===== config.mk =====
export PLATFORM = sky130hd
export DESIGN_NAME = mfa_front
export DESIGN_NICKNAME = d
export VERILOG_FILES = /design/src/sv/mfa_pkg.sv /design/src/sv/mfa_front.sv
export SDC_FILE = /design/constraint.sdc
export NUM_CORES = 1
export LEC_CHECK = 0
export ABC_AREA = 1
export BUFFER_PORTS_ARGS = -buffer_cell sky130_fd_sc_hd__buf_2
export CAP_MARGIN = 20
export CELL_PAD_IN_SITES_DETAIL_PLACEMENT = 0
export CELL_PAD_IN_SITES_GLOBAL_PLACEMENT = 1
export CORE_MARGIN = 2
export CORE_UTILIZATION = 11
export DETAILED_ROUTE_END_ITERATION = 7
export PLACE_DENSITY_LB_ADDON = 0.08
export SYNTH_ARGS = -nofsm -noshare
export SYNTH_HDL_FRONTEND = slang
export SYNTH_SLANG_ARGS = --single-unit
export TNS_END_PERCENT = 5

===== constraint.sdc =====
create_clock -name vclk -period 0.8
set_input_delay 0.08 -clock vclk [all_inputs]
set_output_delay 0.08 -clock vclk [all_outputs]
set_load 0.005 [all_outputs]

===== src/sv/mfa_pkg.sv =====
// shared types and constants of the mixed fraction arithmetic unit
package mfa_pkg;

  localparam int unsigned IN_W    = 16;
  localparam int unsigned WHOLE_W = 63;
  localparam int unsigned NUM_W   = 49;
  localparam int unsigned DEN_W   = 48;
  localparam int unsigned FULL_W  = 64;

  localparam int unsigned Q_DEPTH = 2;
  localparam int unsigned Q_PTR_W = $clog2(Q_DEPTH);
  localparam int unsigned Q_CNT_W = $clog2(Q_DEPTH + 1);

  typedef enum logic [1:0] {
    CMD_ADD = 2'd0,
    CMD_SUB = 2'd1,
    CMD_MUL = 2'd2,
    CMD_DIV = 2'd3
  } cmd_e;

  typedef enum logic [1:0] {
    STAT_OK       = 2'd0,
    STAT_ZERO_DEN = 2'd1,
    STAT_DIV_ZERO = 2'd2
  } status_e;

  typedef struct packed {
    cmd_e            cmd;
    logic [IN_W-1:0] a_whole;
    logic [IN_W-1:0] a_num;
    logic [IN_W-1:0] a_den;
    logic [IN_W-1:0] b_whole;
    logic [IN_W-1:0] b_num;
    logic [IN_W-1:0] b_den;
    logic            zero_den;
  } entry_t;

endpackage


===== src/sv/mfa_front.sv =====
// front end: trims operands to the operand width and flags zero denominators
module mfa_front #(
  parameter int unsigned OPERAND_BITS = 16
) (
  input  logic [1:0]              cmd_i,
  input  logic [mfa_pkg::IN_W-1:0] a_whole_i,
  input  logic [mfa_pkg::IN_W-1:0] a_num_i,
  input  logic [mfa_pkg::IN_W-1:0] a_den_i,
  input  logic [mfa_pkg::IN_W-1:0] b_whole_i,
  input  logic [mfa_pkg::IN_W-1:0] b_num_i,
  input  logic [mfa_pkg::IN_W-1:0] b_den_i,
  output mfa_pkg::entry_t          entry_o
);
  import mfa_pkg::*;

  always_comb begin
    entry_o = '0;
    entry_o.cmd = cmd_e'(cmd_i);
    for (int i = 0; i < IN_W; i++) begin
      if (i < OPERAND_BITS) begin
        entry_o.a_whole[i] = a_whole_i[i];
        entry_o.b_whole[i] = b_whole_i[i];
        entry_o.a_num[i]   = a_num_i[i];
        entry_o.a_den[i]   = a_den_i[i];
        entry_o.b_num[i]   = b_num_i[i];
        entry_o.b_den[i]   = b_den_i[i];
      end else begin
        // sign extension of the whole parts
        entry_o.a_whole[i] = a_whole_i[OPERAND_BITS-1];
        entry_o.b_whole[i] = b_whole_i[OPERAND_BITS-1];
      end
    end
    entry_o.zero_den = (entry_o.a_den == '0) || (entry_o.b_den == '0);
  end

endmodule


# After elaboration in Yosys (flattened, before gate mapping)
# Cells that the tools add are included.
dict set report op_classes {
  n_reduce_logical 3
}
# op count
set ops {}
lappend ops {{logical NOT 16 bit} 2}
lappend ops {{logical OR 1 bit} 1}
dict set report word_totals {
  word_cells 3
  regBits 0
}

# Depth between registers and ports, before layout
dict set report depth {
  ltp_word 2
  depth_mapped 5
}

# Worst setup path before layout
# No wires, ideal clock.
dict set report synth_path {
  kind {input port to output port}
  startpoint {input port a_den_i[15] in the netlist's numbering}
  endpoint {output port entry_o[0] in the netlist's numbering}
  cell_stages 5
  arrival_ns 0.414
  path_slack_ns 0.306
  path_cell_list {nor2_1 nand2_1 nor2_1 nand2_1 nand2_1}
}
# element line_no
set synth_rtl {}
lappend synth_rtl {{start, declared} mfa_front.sv:8} ;# input logic [mfa_pkg::IN_W-1:0] a_den_i,
lappend synth_rtl {{end, declared} mfa_front.sv:12} ;# output mfa_pkg::entry_t entry_o

==> reports/summary.txt <==
Outcome = completed
# clk buffers = 0
Routability cong. = 0.590
Synth warnings = 0
Die X = 92.0 um
Fin crit period = 0.772 ns
FFs & Latches = 0
Initial antenna violation count = 0
RSZ-0062 raised after global routing = true
Syn Nets = 227
Max cap viols = 0
Final Util = 7.93%
Die Y = 92.0 um
Area leader, netlist = buf_4
Synth area leaders = buf_4 86%, nor2_1 8.8%, nand2_1 4.8%
Fraction of layout cells with a size suffix above 1 = 74.0%
Final HPWL DP = 1.45 mm
Multi-input gate area = 131 sq um
Avg WL per Cell = 8.19 um
Number of global-route vias before repair = 503
Final Setup Violations = 0
Post-route insts no fill = 198
Total GRT Usage = 3.00%
Cell Count Post-Placement = 198
Antenna viol nets, final = 0
I/O Pins = 197
Drt first pass iters = 1
Setup repair bufs after CTS = 0
Final Cycle Share = 96.5%
Starting DRT DRC Count = 0
Register area = 0 sq um
Synth top area share = 86.3%
Distinct cell type count after synthesis = 3
F_max = 1.29 GHz
WS Path Type = input pin to output port
DR vias = 535
IO buf count = 65
Crit start category = input pin
CORE AREA = 7610 sq um
Register area share after synthesis = 0%
Cell area after synthesis = 852 sq um
CP endpoint kind = output port
P_leak = 0.000310 uW
Total power = 224 uW
Largest net degree at the start of global routing = 3
Final hold viol count = 0
Nets = 196
Antenna diodes = 0
Vias per cell = 2.70
Critical path arrival = 0.69 ns
Worst hold path class = input pin to output port
Area grow syn2layout = -29.2%
Max-slew headroom = 93.5%
Maximum vdd drop = 0.0382 mV
Cell Rows = 32
FILL cells = 921
Worst-Margin Slew = 0.0974 ns
Worst-path maximum fanout = 2
PwrDens = 372 nW/um^2
# hold bufs at CTS = 0
Starting Density = 11.2%
First-pass GRT wire length = 2.19 mm
# DRC = 0
Grt ovf = 0
CP required = 0.72 ns
Die area = 8470 sq um
Max-slew violation count = 0
Post-Syn Instances = 129
Final wirelength = 1.62 mm
Mean Syn Cell Area = 6.61 sq um
-- cell families after synthesis --
group	Yosys count	share of synthesized area, %
buf+inv	98	86.3
simple gates	31	13.7
-- final cells by class --
type | count | share of cell area (%)
well taps | 102 | 21.2
multi-input cells | 31 | 21.8
repair buffers | 65 | 57.1
-- cell usage after synthesis (all sizes together) --
cell	instances
buf	98
nand2	11
nor2	20
-- cell usage in the layout (no fill, tap or decap) --
master and count:
buf_6 3, nand2_1 11, nor2_2 6, nor2_1 14
buf_2 62
-- critical path, cell delays in order --
cell and delay (ns):
buf_2 0.10, nor2_1 0.09, nand2_1 0.07, nor2_2 0.12
nand2_1 0.07, nand2_1 0.05, buf_2 0.12
-- per-stage QoR --
step           worst slack, ns  hold WS, ns  area (sq um)  TNS (ns)
2_1_floorplan            0.306        0.241           852         0
3_3_place_gp           -0.0661        0.160           569   -0.0661
3_5_place_dp           -0.0548        0.160           569   -0.0548
4_1_cts                -0.0203        0.160           574   -0.0203
5_1_grt                -0.0597        0.160           603   -0.0597
6_report                0.0277        0.160           603         0
-- final timing paths --
kind | startpoint | endpoint | depth (start not counted)
setup / recovery | b_den_i[5] | entry_o[0] | 7
hold / removal | b_num_i[13] | entry_o[30] | 0
-- per-layer routing --
layer / global-route usage, % / share of wire (%) / wire, um
met1: 1.93 / 24 / 391
met2: 5.02 / 42 / 674
met3: 1.48 / 23 / 370
met4: 4.48 / 11 / 184
met5: 0 / 0 / 0
-- power breakdown --
part | internal, uW | total, uW | switching, uW
Combinational | 132 | 224 | 92.6
Clock | 0 | 0 | 0
Sequential | 0 | 0 | 0
-- timing repair --
item / in CTS / in global routing
pin swaps: 0 / 4
gates resized for setup: 2 / 7
endpoints found under the hold margin: 0 / 0
setup endpoints to repair: 1 / 1
No activity file was read; power rests on OpenSTA's default activity.
