==> src/sv/mfa_pkg.sv <==
// shared types and constants of the mixed fraction arithmetic unit
package mfa_pkg;

  localparam int unsigned IN_W    = 16;
  localparam int unsigned WHOLE_W = 63;
  localparam int unsigned NUM_W   = 49;
  localparam int unsigned DEN_W   = 48;
  localparam int unsigned FULL_W  = 64;

  localparam int unsigned Q_DEPTH = 2;
  localparam int unsigned Q_PTR_W = $clog2(Q_DEPTH);
  localparam int unsigned Q_CNT_W = $clog2(Q_DEPTH + 1);

  typedef enum logic [1:0] {
    CMD_ADD = 2'd0,
    CMD_SUB = 2'd1,
    CMD_MUL = 2'd2,
    CMD_DIV = 2'd3
  } cmd_e;

  typedef enum logic [1:0] {
    STAT_OK       = 2'd0,
    STAT_ZERO_DEN = 2'd1,
    STAT_DIV_ZERO = 2'd2
  } status_e;

  typedef struct packed {
    cmd_e            cmd;
    logic [IN_W-1:0] a_whole;
    logic [IN_W-1:0] a_num;
    logic [IN_W-1:0] a_den;
    logic [IN_W-1:0] b_whole;
    logic [IN_W-1:0] b_num;
    logic [IN_W-1:0] b_den;
    logic            zero_den;
  } entry_t;

endpackage

==> src/sv/mfa_fifo.sv <==
// short queue between front and back
module mfa_fifo (
  input  logic            clk_i,
  input  logic            rst_ni,
  input  logic            push_i,
  input  mfa_pkg::entry_t wdata_i,
  output logic            full_o,
  input  logic            pop_i,
  output logic            empty_o,
  output mfa_pkg::entry_t rdata_o
);
  import mfa_pkg::*;

  entry_t             mem_q [Q_DEPTH];
  logic [Q_PTR_W-1:0] wptr_q, rptr_q;
  logic [Q_CNT_W-1:0] cnt_q, cnt_d;
  logic               do_push, do_pop;

  assign full_o  = (cnt_q == Q_CNT_W'(Q_DEPTH));
  assign empty_o = (cnt_q == '0);
  assign do_push = push_i && !full_o;
  assign do_pop  = pop_i && !empty_o;
  assign rdata_o = mem_q[rptr_q];

  always_comb begin
    cnt_d = cnt_q;
    if (do_push && !do_pop) begin
      cnt_d = cnt_q + 1'b1;
    end else if (do_pop && !do_push) begin
      cnt_d = cnt_q - 1'b1;
    end
  end

  always_ff @(posedge clk_i or negedge rst_ni) begin
    if (!rst_ni) begin
      wptr_q <= '0;
      rptr_q <= '0;
      cnt_q  <= '0;
    end else begin
      cnt_q <= cnt_d;
      if (do_push) begin
        wptr_q <= wptr_q + 1'b1;
      end
      if (do_pop) begin
        rptr_q <= rptr_q + 1'b1;
      end
    end
  end

  always_ff @(posedge clk_i) begin
    if (do_push) begin
      mem_q[wptr_q] <= wdata_i;
    end
  end

endmodule

==> config.mk <==
export PLATFORM = sky130hd
export DESIGN_NAME = mfa_fifo
export DESIGN_NICKNAME = d
export VERILOG_FILES = /design/src/sv/mfa_pkg.sv /design/src/sv/mfa_fifo.sv
export SDC_FILE = /design/constraint.sdc
export NUM_CORES = 1
export LEC_CHECK = 0
export BUFFER_PORTS_ARGS = -buffer_cell sky130_fd_sc_hd__buf_4
export CORE_ASPECT_RATIO = 1.2
export CORE_MARGIN = 2
export CORE_UTILIZATION = 40
export CTS_BUF_LIST = sky130_fd_sc_hd__clkbuf_2
export CTS_CLUSTER_SIZE = 14
export DETAILED_ROUTE_END_ITERATION = 12
export GPL_ROUTABILITY_DRIVEN = 0
export PLACE_DENSITY_LB_ADDON = 0.2
export RECOVER_POWER = 100
export SLEW_MARGIN = 30
export SYNTH_ARGS = -nofsm -noshare
export SYNTH_HDL_FRONTEND = slang
export SYNTH_SLANG_ARGS = --single-unit
export TNS_END_PERCENT = 20
==> constraint.sdc <==
create_clock -name clk_i -period 7.7 [get_ports clk_i]
set_input_delay 0.385 -clock clk_i [delete_from_list [all_inputs] [get_ports clk_i]]
set_output_delay 0.385 -clock clk_i [all_outputs]
set_load 0.01 [all_outputs]
# == Word-level counts from Yosys, hierarchy flattened ==
# Memories as Yosys holds them, arrays and structs flattened.
# Index checks and enable logic that the tools add are counted.
# Widths: inputs -> output; s select.
# classes
add_sub_neg,4
eq_ne,1
muxes,4
n_reduce_logical,10
# op_table
operator,count
$logic_and 1x1->1,4
$logic_not 1->1,4
$mux 2,2
$add 1x1->1 const B,2
$add 2x1->2 const B,1
$eq 2x2->1 const B,1
$logic_not 2->1,1
$mux 1,2
$reduce_bool 2->1,1
$sub 2x1->2 const B,1
# totals
ff_bits,4
ramBits,198
in_bits,103
out_inout_bits,101
wordCells,23
memories,1
# memory_table
memory,depth,word_bits,read_ports,rd_ports_with_merged_regs,wr,line_no,text
mem_q,2,99,1,0,1,mfa_fifo.sv:14,entry_t mem_q [Q_DEPTH];

# == Depth between registers and ports, before layout ==
# Gate-level depths: netlist (run 1).
# depth
ltp_word,7
mapped_depth,7
mapped_depth_nobuf,7

# == Worst setup path after synthesis (run 1) ==
# Ideal clock, no wire load.
# synth_timing
path_type,reg-to-reg
startpoint,reg cnt_q[0]
endpoint,"mem mem_q[0][0] (netlist bit), enable pin"
t_arrival_ps,4766
required_time_ps,7143
slack_ps,2377
stages_incl_launch_ff,4
n_path_buf,0
path_cell_list,dfrtp_1 -> nand2b_1 -> nand2_1 -> nor2_1
# synth_between
elab_chain_len,5
# synth_lines
item,line_no,text
start: declaration,mfa_fifo.sv:16,"logic [Q_CNT_W-1:0] cnt_q, cnt_d;"
start signal: assignment,mfa_fifo.sv:40,cnt_q <= cnt_d;
$eq 2x2->1,mfa_fifo.sv:19,assign full_o = (cnt_q == Q_CNT_W'(Q_DEPTH));
$logic_not 1->1,mfa_fifo.sv:21,assign do_push = push_i && !full_o;
$logic_and 1x1->1,mfa_fifo.sv:21,
$mux 1,mfa_fifo.sv:51,if (do_push) begin
$mux 1 (implied by the code),mfa_fifo.sv:52,mem_q[wptr_q] <= wdata_i;
end: declaration,mfa_fifo.sv:14,
# Every way passes these cells.

==> impl_metrics.tcl, run 1 <==
set metrics [dict create \
    synthDistinctLibCells 14 \
    syn2layout_area_growth_pct 34.6 \
    clock_latency_ns 0.76 \
    drive_above_1_share_pct 36.1 \
    synth-seq-cells 202 \
    yosysWarnings 0 \
    ctsHoldBuffers 103 \
    crit_chain "clkbuf_1 > mux2_1 > buf_4" \
    grt.overflow.total 0 \
    antenna_left 0 \
    cp_data_arrival_time_ns 4.13 \
    clock-skew-final_ns 0.0567 \
    placedInstanceArea_sq_um 9530 \
    worstSetupStartpoint "rptr_q$_DFFE_PN0P_" \
    synthesis.area_sq_um 7840 \
    worstPathRequired_ns 7.32 \
    violations "capacitance limit, slew limit" \
    grt_pass1_wl_um 23600 \
    rsz0062_at_grt "false" \
    crit_path_top_delay_cell "clkbuf_1" \
    design_area_sq_um 10600 \
    io_pins 204 \
    rr_startpoint "cnt_q[0]$_DFFE_PN0P_" \
    final_common_cell "edfxtp_1" \
    leakagePower_nw 4.01 \
    setup_viol 0 \
    dieArea_sq_um 20700 \
    clock-sinks 202 \
    antenna_found_initial 1 \
    ys_seq_area_share_pct 77.1 \
    drv_slew 187 \
    fin_nets 782 \
    worstMarginPinSlew_ns 3.12 \
    die_w_um 132 \
    tritoncts "yes" \
    grt_max_degree 55 \
    min_path_type "in2reg" \
    first_pass_iters 4 \
    dp_hpwl_um 9420 \
    grt_pass1_vias 4737 \
    relSlewSlack_pct -108 \
    path_buf_inv 2 \
    crit_path_end_kind "output port" \
    initial_core_util_pct 40.4 \
    final_cells 980 \
    coreArea_sq_um 19400 \
    p_per_area_nw_per_um2 322 \
    fill_cells 1662 \
    hold_viol_final 0 \
    path_class "reg2out" \
    die_y_um 157 \
    h-tree-depth 2 \
    numCtsBuffers 49 \
    finalPower_mw 3.39 \
    ctsResizeCount 0 \
    syn_avg_cell_area_sq_um 24.0 \
    drc 0 \
    crit_fanout 35 \
    multi_input_area_sq_um 1220 \
    via_per_inst 4.43 \
    num_vias 4337 \
    max_clock_freq_ghz 0.222 \
    final_cell_mix "edfxtp_1, dlygate4sd3_1, buf_4" \
    wirelength_um 15400 \
    cpPeakStageDelay_ns 1.56 \
    post_cts_buffers 0 \
    cp.depth 3 \
    postSynthCellCount 327 \
    critPathTopFamily "buffers and inverters" \
    track_usage_pct 14.6 \
    cts_buffer_depth 3 \
    worst_ir_drop_vdd_uv 139 \
    reg2regPathDepth 3 \
    hold_path.startpoint "wdata_i[64]" \
    port_buffers 203 \
    fin_crit_sh_pct 58.6 \
    rows 56 \
    status "finished with violations" \
    dp.cells 785 \
    whs_path_depth 2 \
    start_kind "register" \
    final-seq-area_sq_um 6050 \
    syn_nets 431 \
    wire_per_inst_um 15.7 \
    cts_root_buffer "clkbuf_2" \
    cap_violations 4 \
    finalCriticalPeriod_ns 4.51 \
    first_iter_violations 172 \
    finalSetupTns_ns 0 \
    clk_pin_slew_ns 0.10 \
]
-- final cells by class --
cell class	count	share of cell area, %
antenna	1	0.0237
clock buffer	70	3.32
clock inverter	21	1.01
inverter	2	0.0711
multi-input combinational	112	11.5
sequential	202	57.3
tap	261	3.09
timing repair buffer	311	23.7
-- state kept, by name, summed over array words and instances, names as in the netlist --
register and cells:
wptr_q 1, cnt_q 2, rptr_q 1, mem_q 198
-- kinds of logic after synthesis --
| logic type | after synthesis | share of synthesized area, % |
|---|---|---|
| AOI/OAI and AO/OA | 1 | 0.0638 |
| adders and majority gates | 1 | 0.160 |
| DFF | 202 | 77.1 |
| buffers and inverters | 13 | 2.79 |
| muxes | 99 | 19.0 |
| xor gates and xnor gates | 5 | 0.559 |
| and+or+nand+nor | 6 | 0.351 |
-- cells in the mapped netlist --
cell | count | area, sq um
inv_1 | 2 | 7.51
xor2_1 | 2 | 17.5
o21ai_0 | 1 | 5.00
and3_1 | 1 | 6.26
nand2_1 | 1 | 3.75
buf_6 | 1 | 11.3
edfxtp_1 | 198 | 5950
nor2_1 | 3 | 11.3
buf_12 | 10 | 200
mux2_4 | 99 | 1490
xnor2_1 | 3 | 26.3
ha_1 | 1 | 12.5
nand2b_1 | 1 | 6.26
dfrtp_1 | 4 | 100
-- metal layers --
layer | share of wire (%) | global-route usage, %
met5 | 0 | 0
met3 | 5.6 | 4.48
met4 | 2.6 | 7.35
met1 | 35 | 14.6
met2 | 56 | 27.5
-- report_power, final --
group          leakage, nW  switching, mW  internal, mW
registers             1.89         0.0871          1.52
logic                 1.79          0.562         0.543
clock network        0.341          0.406         0.280
-- per-stage QoR --
stage / hold slack [ns] / setup WS [ns] / utilization (%)
after floorplan: 0.0894 / 2.38 / -
after global placement: 0.187 / 5.31 / 49.1
after detailed placement: 0.189 / 5.26 / 49.1
after CTS: 0.254 / 4.41 / 56.8
after global routing: 0.283 / 2.71 / 54.4
final: 0.380 / 3.19 / 54.4
-- worst paths after layout --
kind	end	slack, ns
min	mem_q[1][64]$_DFFE_PP_	0.38
min in group asynchronous	wptr_q$_DFFE_PN0P_	0.57
max in group asynchronous	cnt_q[0]$_DFFE_PN0P_	6.89
min reg2reg	cnt_q[1]$_DFFE_PN0P_	0.56
max reg2reg	mem_q[1][40]$_DFFE_PP_	4.12
max	rdata_o[98]	3.19
(Power assumes the default switching activity.)
==> run 2, diff against run 1 <==
clock period = 4.1 ns   (was 7.7 ns; I/O delays follow)
==> run 2 against run 1 <==
Compared with the run above:
- the flow finishes with violations (capacitance limit)
- utilization did not move
- routed wire length is 0.18% lower
- clock-buffer cell count unchanged
- clock skew decreased by 0.0078 ns
- worst hold slack worse by 0.16 ns
- power rose by 85%
- register-to-register slack worse by 3.0 ns
- first-iteration DRC count is 23% lower
- critical path type is now reg2reg
==> impl_metrics.tcl, run 2 (synthesis results as in run 1) <==
set metrics [dict create \
    setup_viol 0 \
    final_cell_mix "edfxtp_1, dlygate4sd3_1, buf_4" \
    wire_per_inst_um 15.7 \
    finalCriticalPeriod_ns 3.03 \
    largest_reg_flops 198 \
    num_vias 4298 \
    drive_above_1_share_pct 37.1 \
    place_ws_ns 1.94 \
    status "finished with violations" \
    cts_buffer_depth 3 \
    first_pass_iters 4 \
    whs_path_depth 2 \
    cap_violations 1 \
    initial_core_util_pct 40.4 \
    dp_hpwl_um 9730 \
    track_usage_pct 14.5 \
    relSlewSlack_pct 1.15 \
    cp_data_arrival_time_ns 3.35 \
    reg_top3 "mem_q (198), cnt_q (2)" \
    io_pins 204 \
    finalSetupTns_ns 0 \
    fin_util_pct 54.4 \
    start_kind "register" \
    h-tree-depth 2 \
    leakagePower_nw 4.02 \
    design_area_sq_um 10600 \
    multi_input_area_sq_um 1220 \
    worstPathRequired_ns 4.43 \
    worst_ir_drop_vdd_uv 275 \
    port_buffers 203 \
    crit_fanout 30 \
    numCtsBuffers 49 \
    min_path_type "in2reg" \
    rsz0062_at_grt "false" \
    p_per_area_nw_per_um2 595 \
    timing.rr.end "mem_q[0][63]$_DFFE_PP_" \
    max_clock_freq_ghz 0.330 \
    grt_pass1_vias 4725 \
    cts_root_buffer "clkbuf_2" \
    syn2layout_area_growth_pct 34.6 \
    drc 0 \
    rows 56 \
    holdPathEnd "mem_q[0][84]$_DFFE_PP_" \
    hold_viol_final 0 \
    dieArea_sq_um 20700 \
    crit_path_end_kind "register" \
    final-seq-area_sq_um 6050 \
    clock-skew-final_ns 0.0489 \
    tritoncts "yes" \
    violations "capacitance limit" \
    via_per_inst 4.40 \
    path_class "reg2reg" \
    top_register "mem_q" \
    antenna_left 0 \
    first_iter_violations 132 \
    clock-sinks 202 \
    final_common_cell "edfxtp_1" \
    rrSetupSlack_ns 1.07 \
    worstMarginPinSlew_ns 1.48 \
    clk_pin_slew_ns 0.10 \
    die_w_um 132 \
    coreArea_sq_um 19400 \
    grt_max_degree 56 \
    clock_latency_ns 0.72 \
    fill_cells 1634 \
    drv_slew 0 \
    rr_startpoint "cnt_q[0]$_DFFE_PN0P_" \
    grt_pass1_wl_um 23100 \
    die_y_um 157 \
    grt.overflow.total 0 \
    wirelength_um 15400 \
    reg2regPathDepth 4 \
    hold_path.startpoint "wdata_i[84]" \
    finalPower_mw 6.28 \
    fin_crit_sh_pct 73.8 \
    placedInstanceArea_sq_um 9570 \
    layout_setup_ws_ns 1.07 \
    fin_nets 783 \
    antenna_found_initial 1 \
]
[run 2: metal layers]
metal | GRT usage (%) | vias to the layer above | share of wire (%)
met1 | 14.8 | 2091 | 37
met2 | 27.0 | 139 | 55
met5 | 0 | - | 0
met4 | 7.14 | 0 | 2.6
li1 | - | 2036 | -
met3 | 4.28 | 32 | 5.1
[run 2: timing repair]
action / in CTS / in global routing
gates resized for setup: 0 / 0
hold buffers: 103 / 0
buffers inserted: 0 / 0
hold endpoints to repair: 219 / 0
[run 2: power by group]
part | switching, mW | leakage (nW) | internal [mW]
sequential | 0.172 | 1.88 | 2.83
clock | 0.731 | 0.323 | 0.457
combinational | 1.05 | 1.81 | 1.04
[run 2: worst max-delay path, stage by stage (launching register included)]
cell and delay [ns]:
dfrtp_1 0.42, nand2b_1 0.17, nand2_1 0.11, nor2_1 1.11, clkbuf_2 0.81
[run 2: stage by stage]
stage / cells / hold slack, ns
2_1_floorplan: 327 / -0.0906
5_1_grt: 976 / 0.101
3_3_place_gp: 786 / 0.00352
4_1_cts: 975 / 0.0758
6_report: 976 / 0.217
3_5_place_dp: 786 / 0.00632
[run 2: worst max path at each step]
| stage | startpoint | end | slack, ns | cells after the start |
|---|---|---|---|---|
| after floorplan | cnt_q[0]$_DFFE_PN0P_ | mem_q[0][0]$_DFFE_PP_ | 0.44 | 3 |
| after global placement | cnt_q[0]$_DFFE_PN0P_ | mem_q[1][37]$_DFFE_PP_ | 1.99 | 3 |
| after detailed placement | cnt_q[0]$_DFFE_PN0P_ | mem_q[1][92]$_DFFE_PP_ | 1.94 | 3 |
| after CTS | rptr_q$_DFFE_PN0P_ | rdata_o[71] | 1.10 | 3 |
| after global routing | cnt_q[0]$_DFFE_PN0P_ | mem_q[0][63]$_DFFE_PP_ | 0.69 | 4 |
| final | cnt_q[0]$_DFFE_PN0P_ | mem_q[0][63]$_DFFE_PP_ | 1.07 | 4 |
[run 2: area by class of cell]
class / instances / share of cell area, %
diodes: 1 / 0.0237
flip-flops and latches: 202 / 57.3
inverters: 2 / 0.0711
repair buffers: 312 / 24.0
clock buffers: 70 / 3.32
multi-input cells: 112 / 11.6
clock inverters: 16 / 0.593
well taps: 261 / 3.09
==> run 3, diff against run 2 <==
clock period = 2.9 ns   (was 4.1 ns; I/O delays follow)
==> run 3 against run 2 <==
Compared with the run above:
- the run ends with capacitance limit, slew limit left
- utilization is essentially flat
- die area is the same
- via count grew 1.1%
- routed wire length shrank 1.1%
- first-iteration DRC count grew 45%
- largest cell class unchanged
- largest power group unchanged
==> impl_metrics.tcl, run 3 (synthesis results as in run 1) <==
set metrics [dict create \
    first_iter_violations 191 \
    design_area_sq_um 10600 \
    top_register "mem_q" \
    max_clock_freq_ghz 0.386 \
    drc 0 \
    min_path_type "in2reg" \
    hold_viol_final 0 \
    io_pins 204 \
    grt_pass1_vias 4661 \
    ctsResizeCount 0 \
    path_class "reg2out" \
    worstMarginPinSlew_ns 1.51 \
    setup_viol 0 \
    coreArea_sq_um 19400 \
    track_usage_pct 14.2 \
    clock_latency_ns 0.73 \
    p_per_area_nw_per_um2 848 \
    final_cell_mix "edfxtp_1, dlygate4sd3_1, buf_4" \
    tritoncts "yes" \
    clock-sinks 202 \
    violations "capacitance limit, slew limit" \
    fin_util_pct 54.4 \
    combPwrFrac_pct 34.7 \
    drive_above_1_share_pct 39.3 \
    num_vias 4345 \
    placedInstanceArea_sq_um 9590 \
    cts_root_buffer "clkbuf_2" \
    dieArea_sq_um 20700 \
    crit_chain "clkbuf_2 > mux2_4 > buf_4" \
    leakagePower_nw 4.07 \
    status "finished with violations" \
    worstPathRequired_ns 2.76 \
    first_pass_iters 4 \
    start_kind "register" \
    fill_cells 1635 \
    port_buffers 203 \
    path_buf_inv 2 \
    crit_path_end_kind "output port" \
    drv_slew 57 \
    wire_per_inst_um 15.7 \
    initial_core_util_pct 40.4 \
    h-tree-depth 2 \
    antenna_found_initial 1 \
    crit_fanout 25 \
    cpPeakStageDelay_ns 0.67 \
    critPathTopFamily "buffers and inverters" \
    die_y_um 157 \
    reg_top3 "mem_q (198), cnt_q (2)" \
    die_w_um 132 \
    grt.overflow.total 0 \
    wirelength_um 15200 \
    internal_power_mw 6.18 \
    rows 56 \
    fin_crit_sh_pct 89.2 \
    cts_buffer_depth 3 \
    p_seq_share_pct 47.1 \
    switching_power_mw 2.77 \
    antenna_left 0 \
    final_common_cell "edfxtp_1" \
    largest_reg_flops 198 \
    finalCriticalPeriod_ns 2.59 \
    rsz0062_at_grt "false" \
    via_per_inst 4.48 \
    p_sw_share_pct 31.0 \
    grt_max_degree 57 \
    relSlewSlack_pct -0.977 \
    worst_ir_drop_vdd_uv 617 \
    cp_data_arrival_time_ns 2.44 \
    grt_pass1_wl_um 22800 \
    cap_violations 1 \
    crit_path_top_delay_cell "dfrtp_4" \
    clock-skew-final_ns 0.0527 \
    syn2layout_area_growth_pct 34.7 \
    dp_hpwl_um 9360 \
    clk_pin_slew_ns 0.10 \
    fin_nets 783 \
    numCtsBuffers 48 \
    clockPowerShare_pct 18.2 \
]
[run 3: cell count changes in the layout (fill, tap and decap cells not counted), moves of 2 or more]
cell      change
buf_12        -2
buf_6         +2
clkbuf_4      -2
clkinv_1      -6
clkinv_2      -2
mux2_1       -16
mux2_4       +16
[run 3: path summary, 6_finish.rpt]
kind / cells past startpoint / end / start / slack, ns
min in group asynchronous: 3 / wptr_q$_DFFE_PN0P_ / rst_ni / 0.32
max in group asynchronous: 3 / rptr_q$_DFFE_PN0P_ / rst_ni / 2.38
worst max register to register: 3 / mem_q[1][60]$_DFFE_PP_ / cnt_q[0]$_DFFE_PN0P_ / 0.46
worst max-delay path: 3 / rdata_o[98] / rptr_q$_DFFE_PN0P_ / 0.31
worst min register to register: 1 / wptr_q$_DFFE_PN0P_ / wptr_q$_DFFE_PN0P_ / 0.50
worst min-delay path: 2 / mem_q[0][8]$_DFFE_PP_ / wdata_i[8] / 0.16
[run 3: power by group through the flow]
stage | logic, mW | clock network (mW) | registers [mW]
after detailed placement | 3.64 | 0 | 4.33
after global routing | 3.32 | 1.85 | 4.29
after floorplan | 2.49 | 0 | 4.22
final | 3.10 | 1.63 | 4.22
after CTS | 3.76 | 1.74 | 4.26
after global placement | 3.61 | 0 | 4.29
[run 3: metrics by stage]
step	TNS (ns)	total power [mW]	hold WS, ns	std cells	setup WS (ns)
after floorplan	-45.85	6.71	-0.151	327	-0.463
after global placement	0	7.90	-0.0576	787	1.06
after detailed placement	0	7.97	-0.0565	787	1.03
after CTS	0	9.77	0.0153	968	0.230
after global routing	0	9.46	0.0621	969	0.104
final	0	8.95	0.157	970	0.312
[run 3: routing by layer]
layer  part of all wire [%]  track usage (%)  up-vias
met4                    2.3             7.19        0
met1                     38             14.4     2143
li1                       -                -     2019
met5                      0                0        -
met2                     53             25.9      157
met3                    6.5             4.83       26
[run 3: repair_timing]
item,CTS,global route
setup endpoints to repair,0,0
buffers inserted,0,0
hold buffers,103,0
hold endpoints to repair,216,0
[run 3: area by class of cell]
type | instances | area, sq um | area share, %
sequential | 202 | 6050 | 57.3
timing repair buffer | 313 | 2520 | 23.8
multi-input combinational | 112 | 1270 | 12.1
clock buffer | 69 | 345 | 3.27
tap | 261 | 327 | 3.09
clock inverter | 9 | 33.8 | 0.320
inverter | 2 | 7.51 | 0.0711
antenna | 2 | 5.00 | 0.0474
[run 3: worst register-to-register path, cell delays in order (launching register included)]
cell and delay [ns]:
dfrtp_1 0.43, nand2b_1 0.17, and3_1 0.55, clkbuf_4 0.82
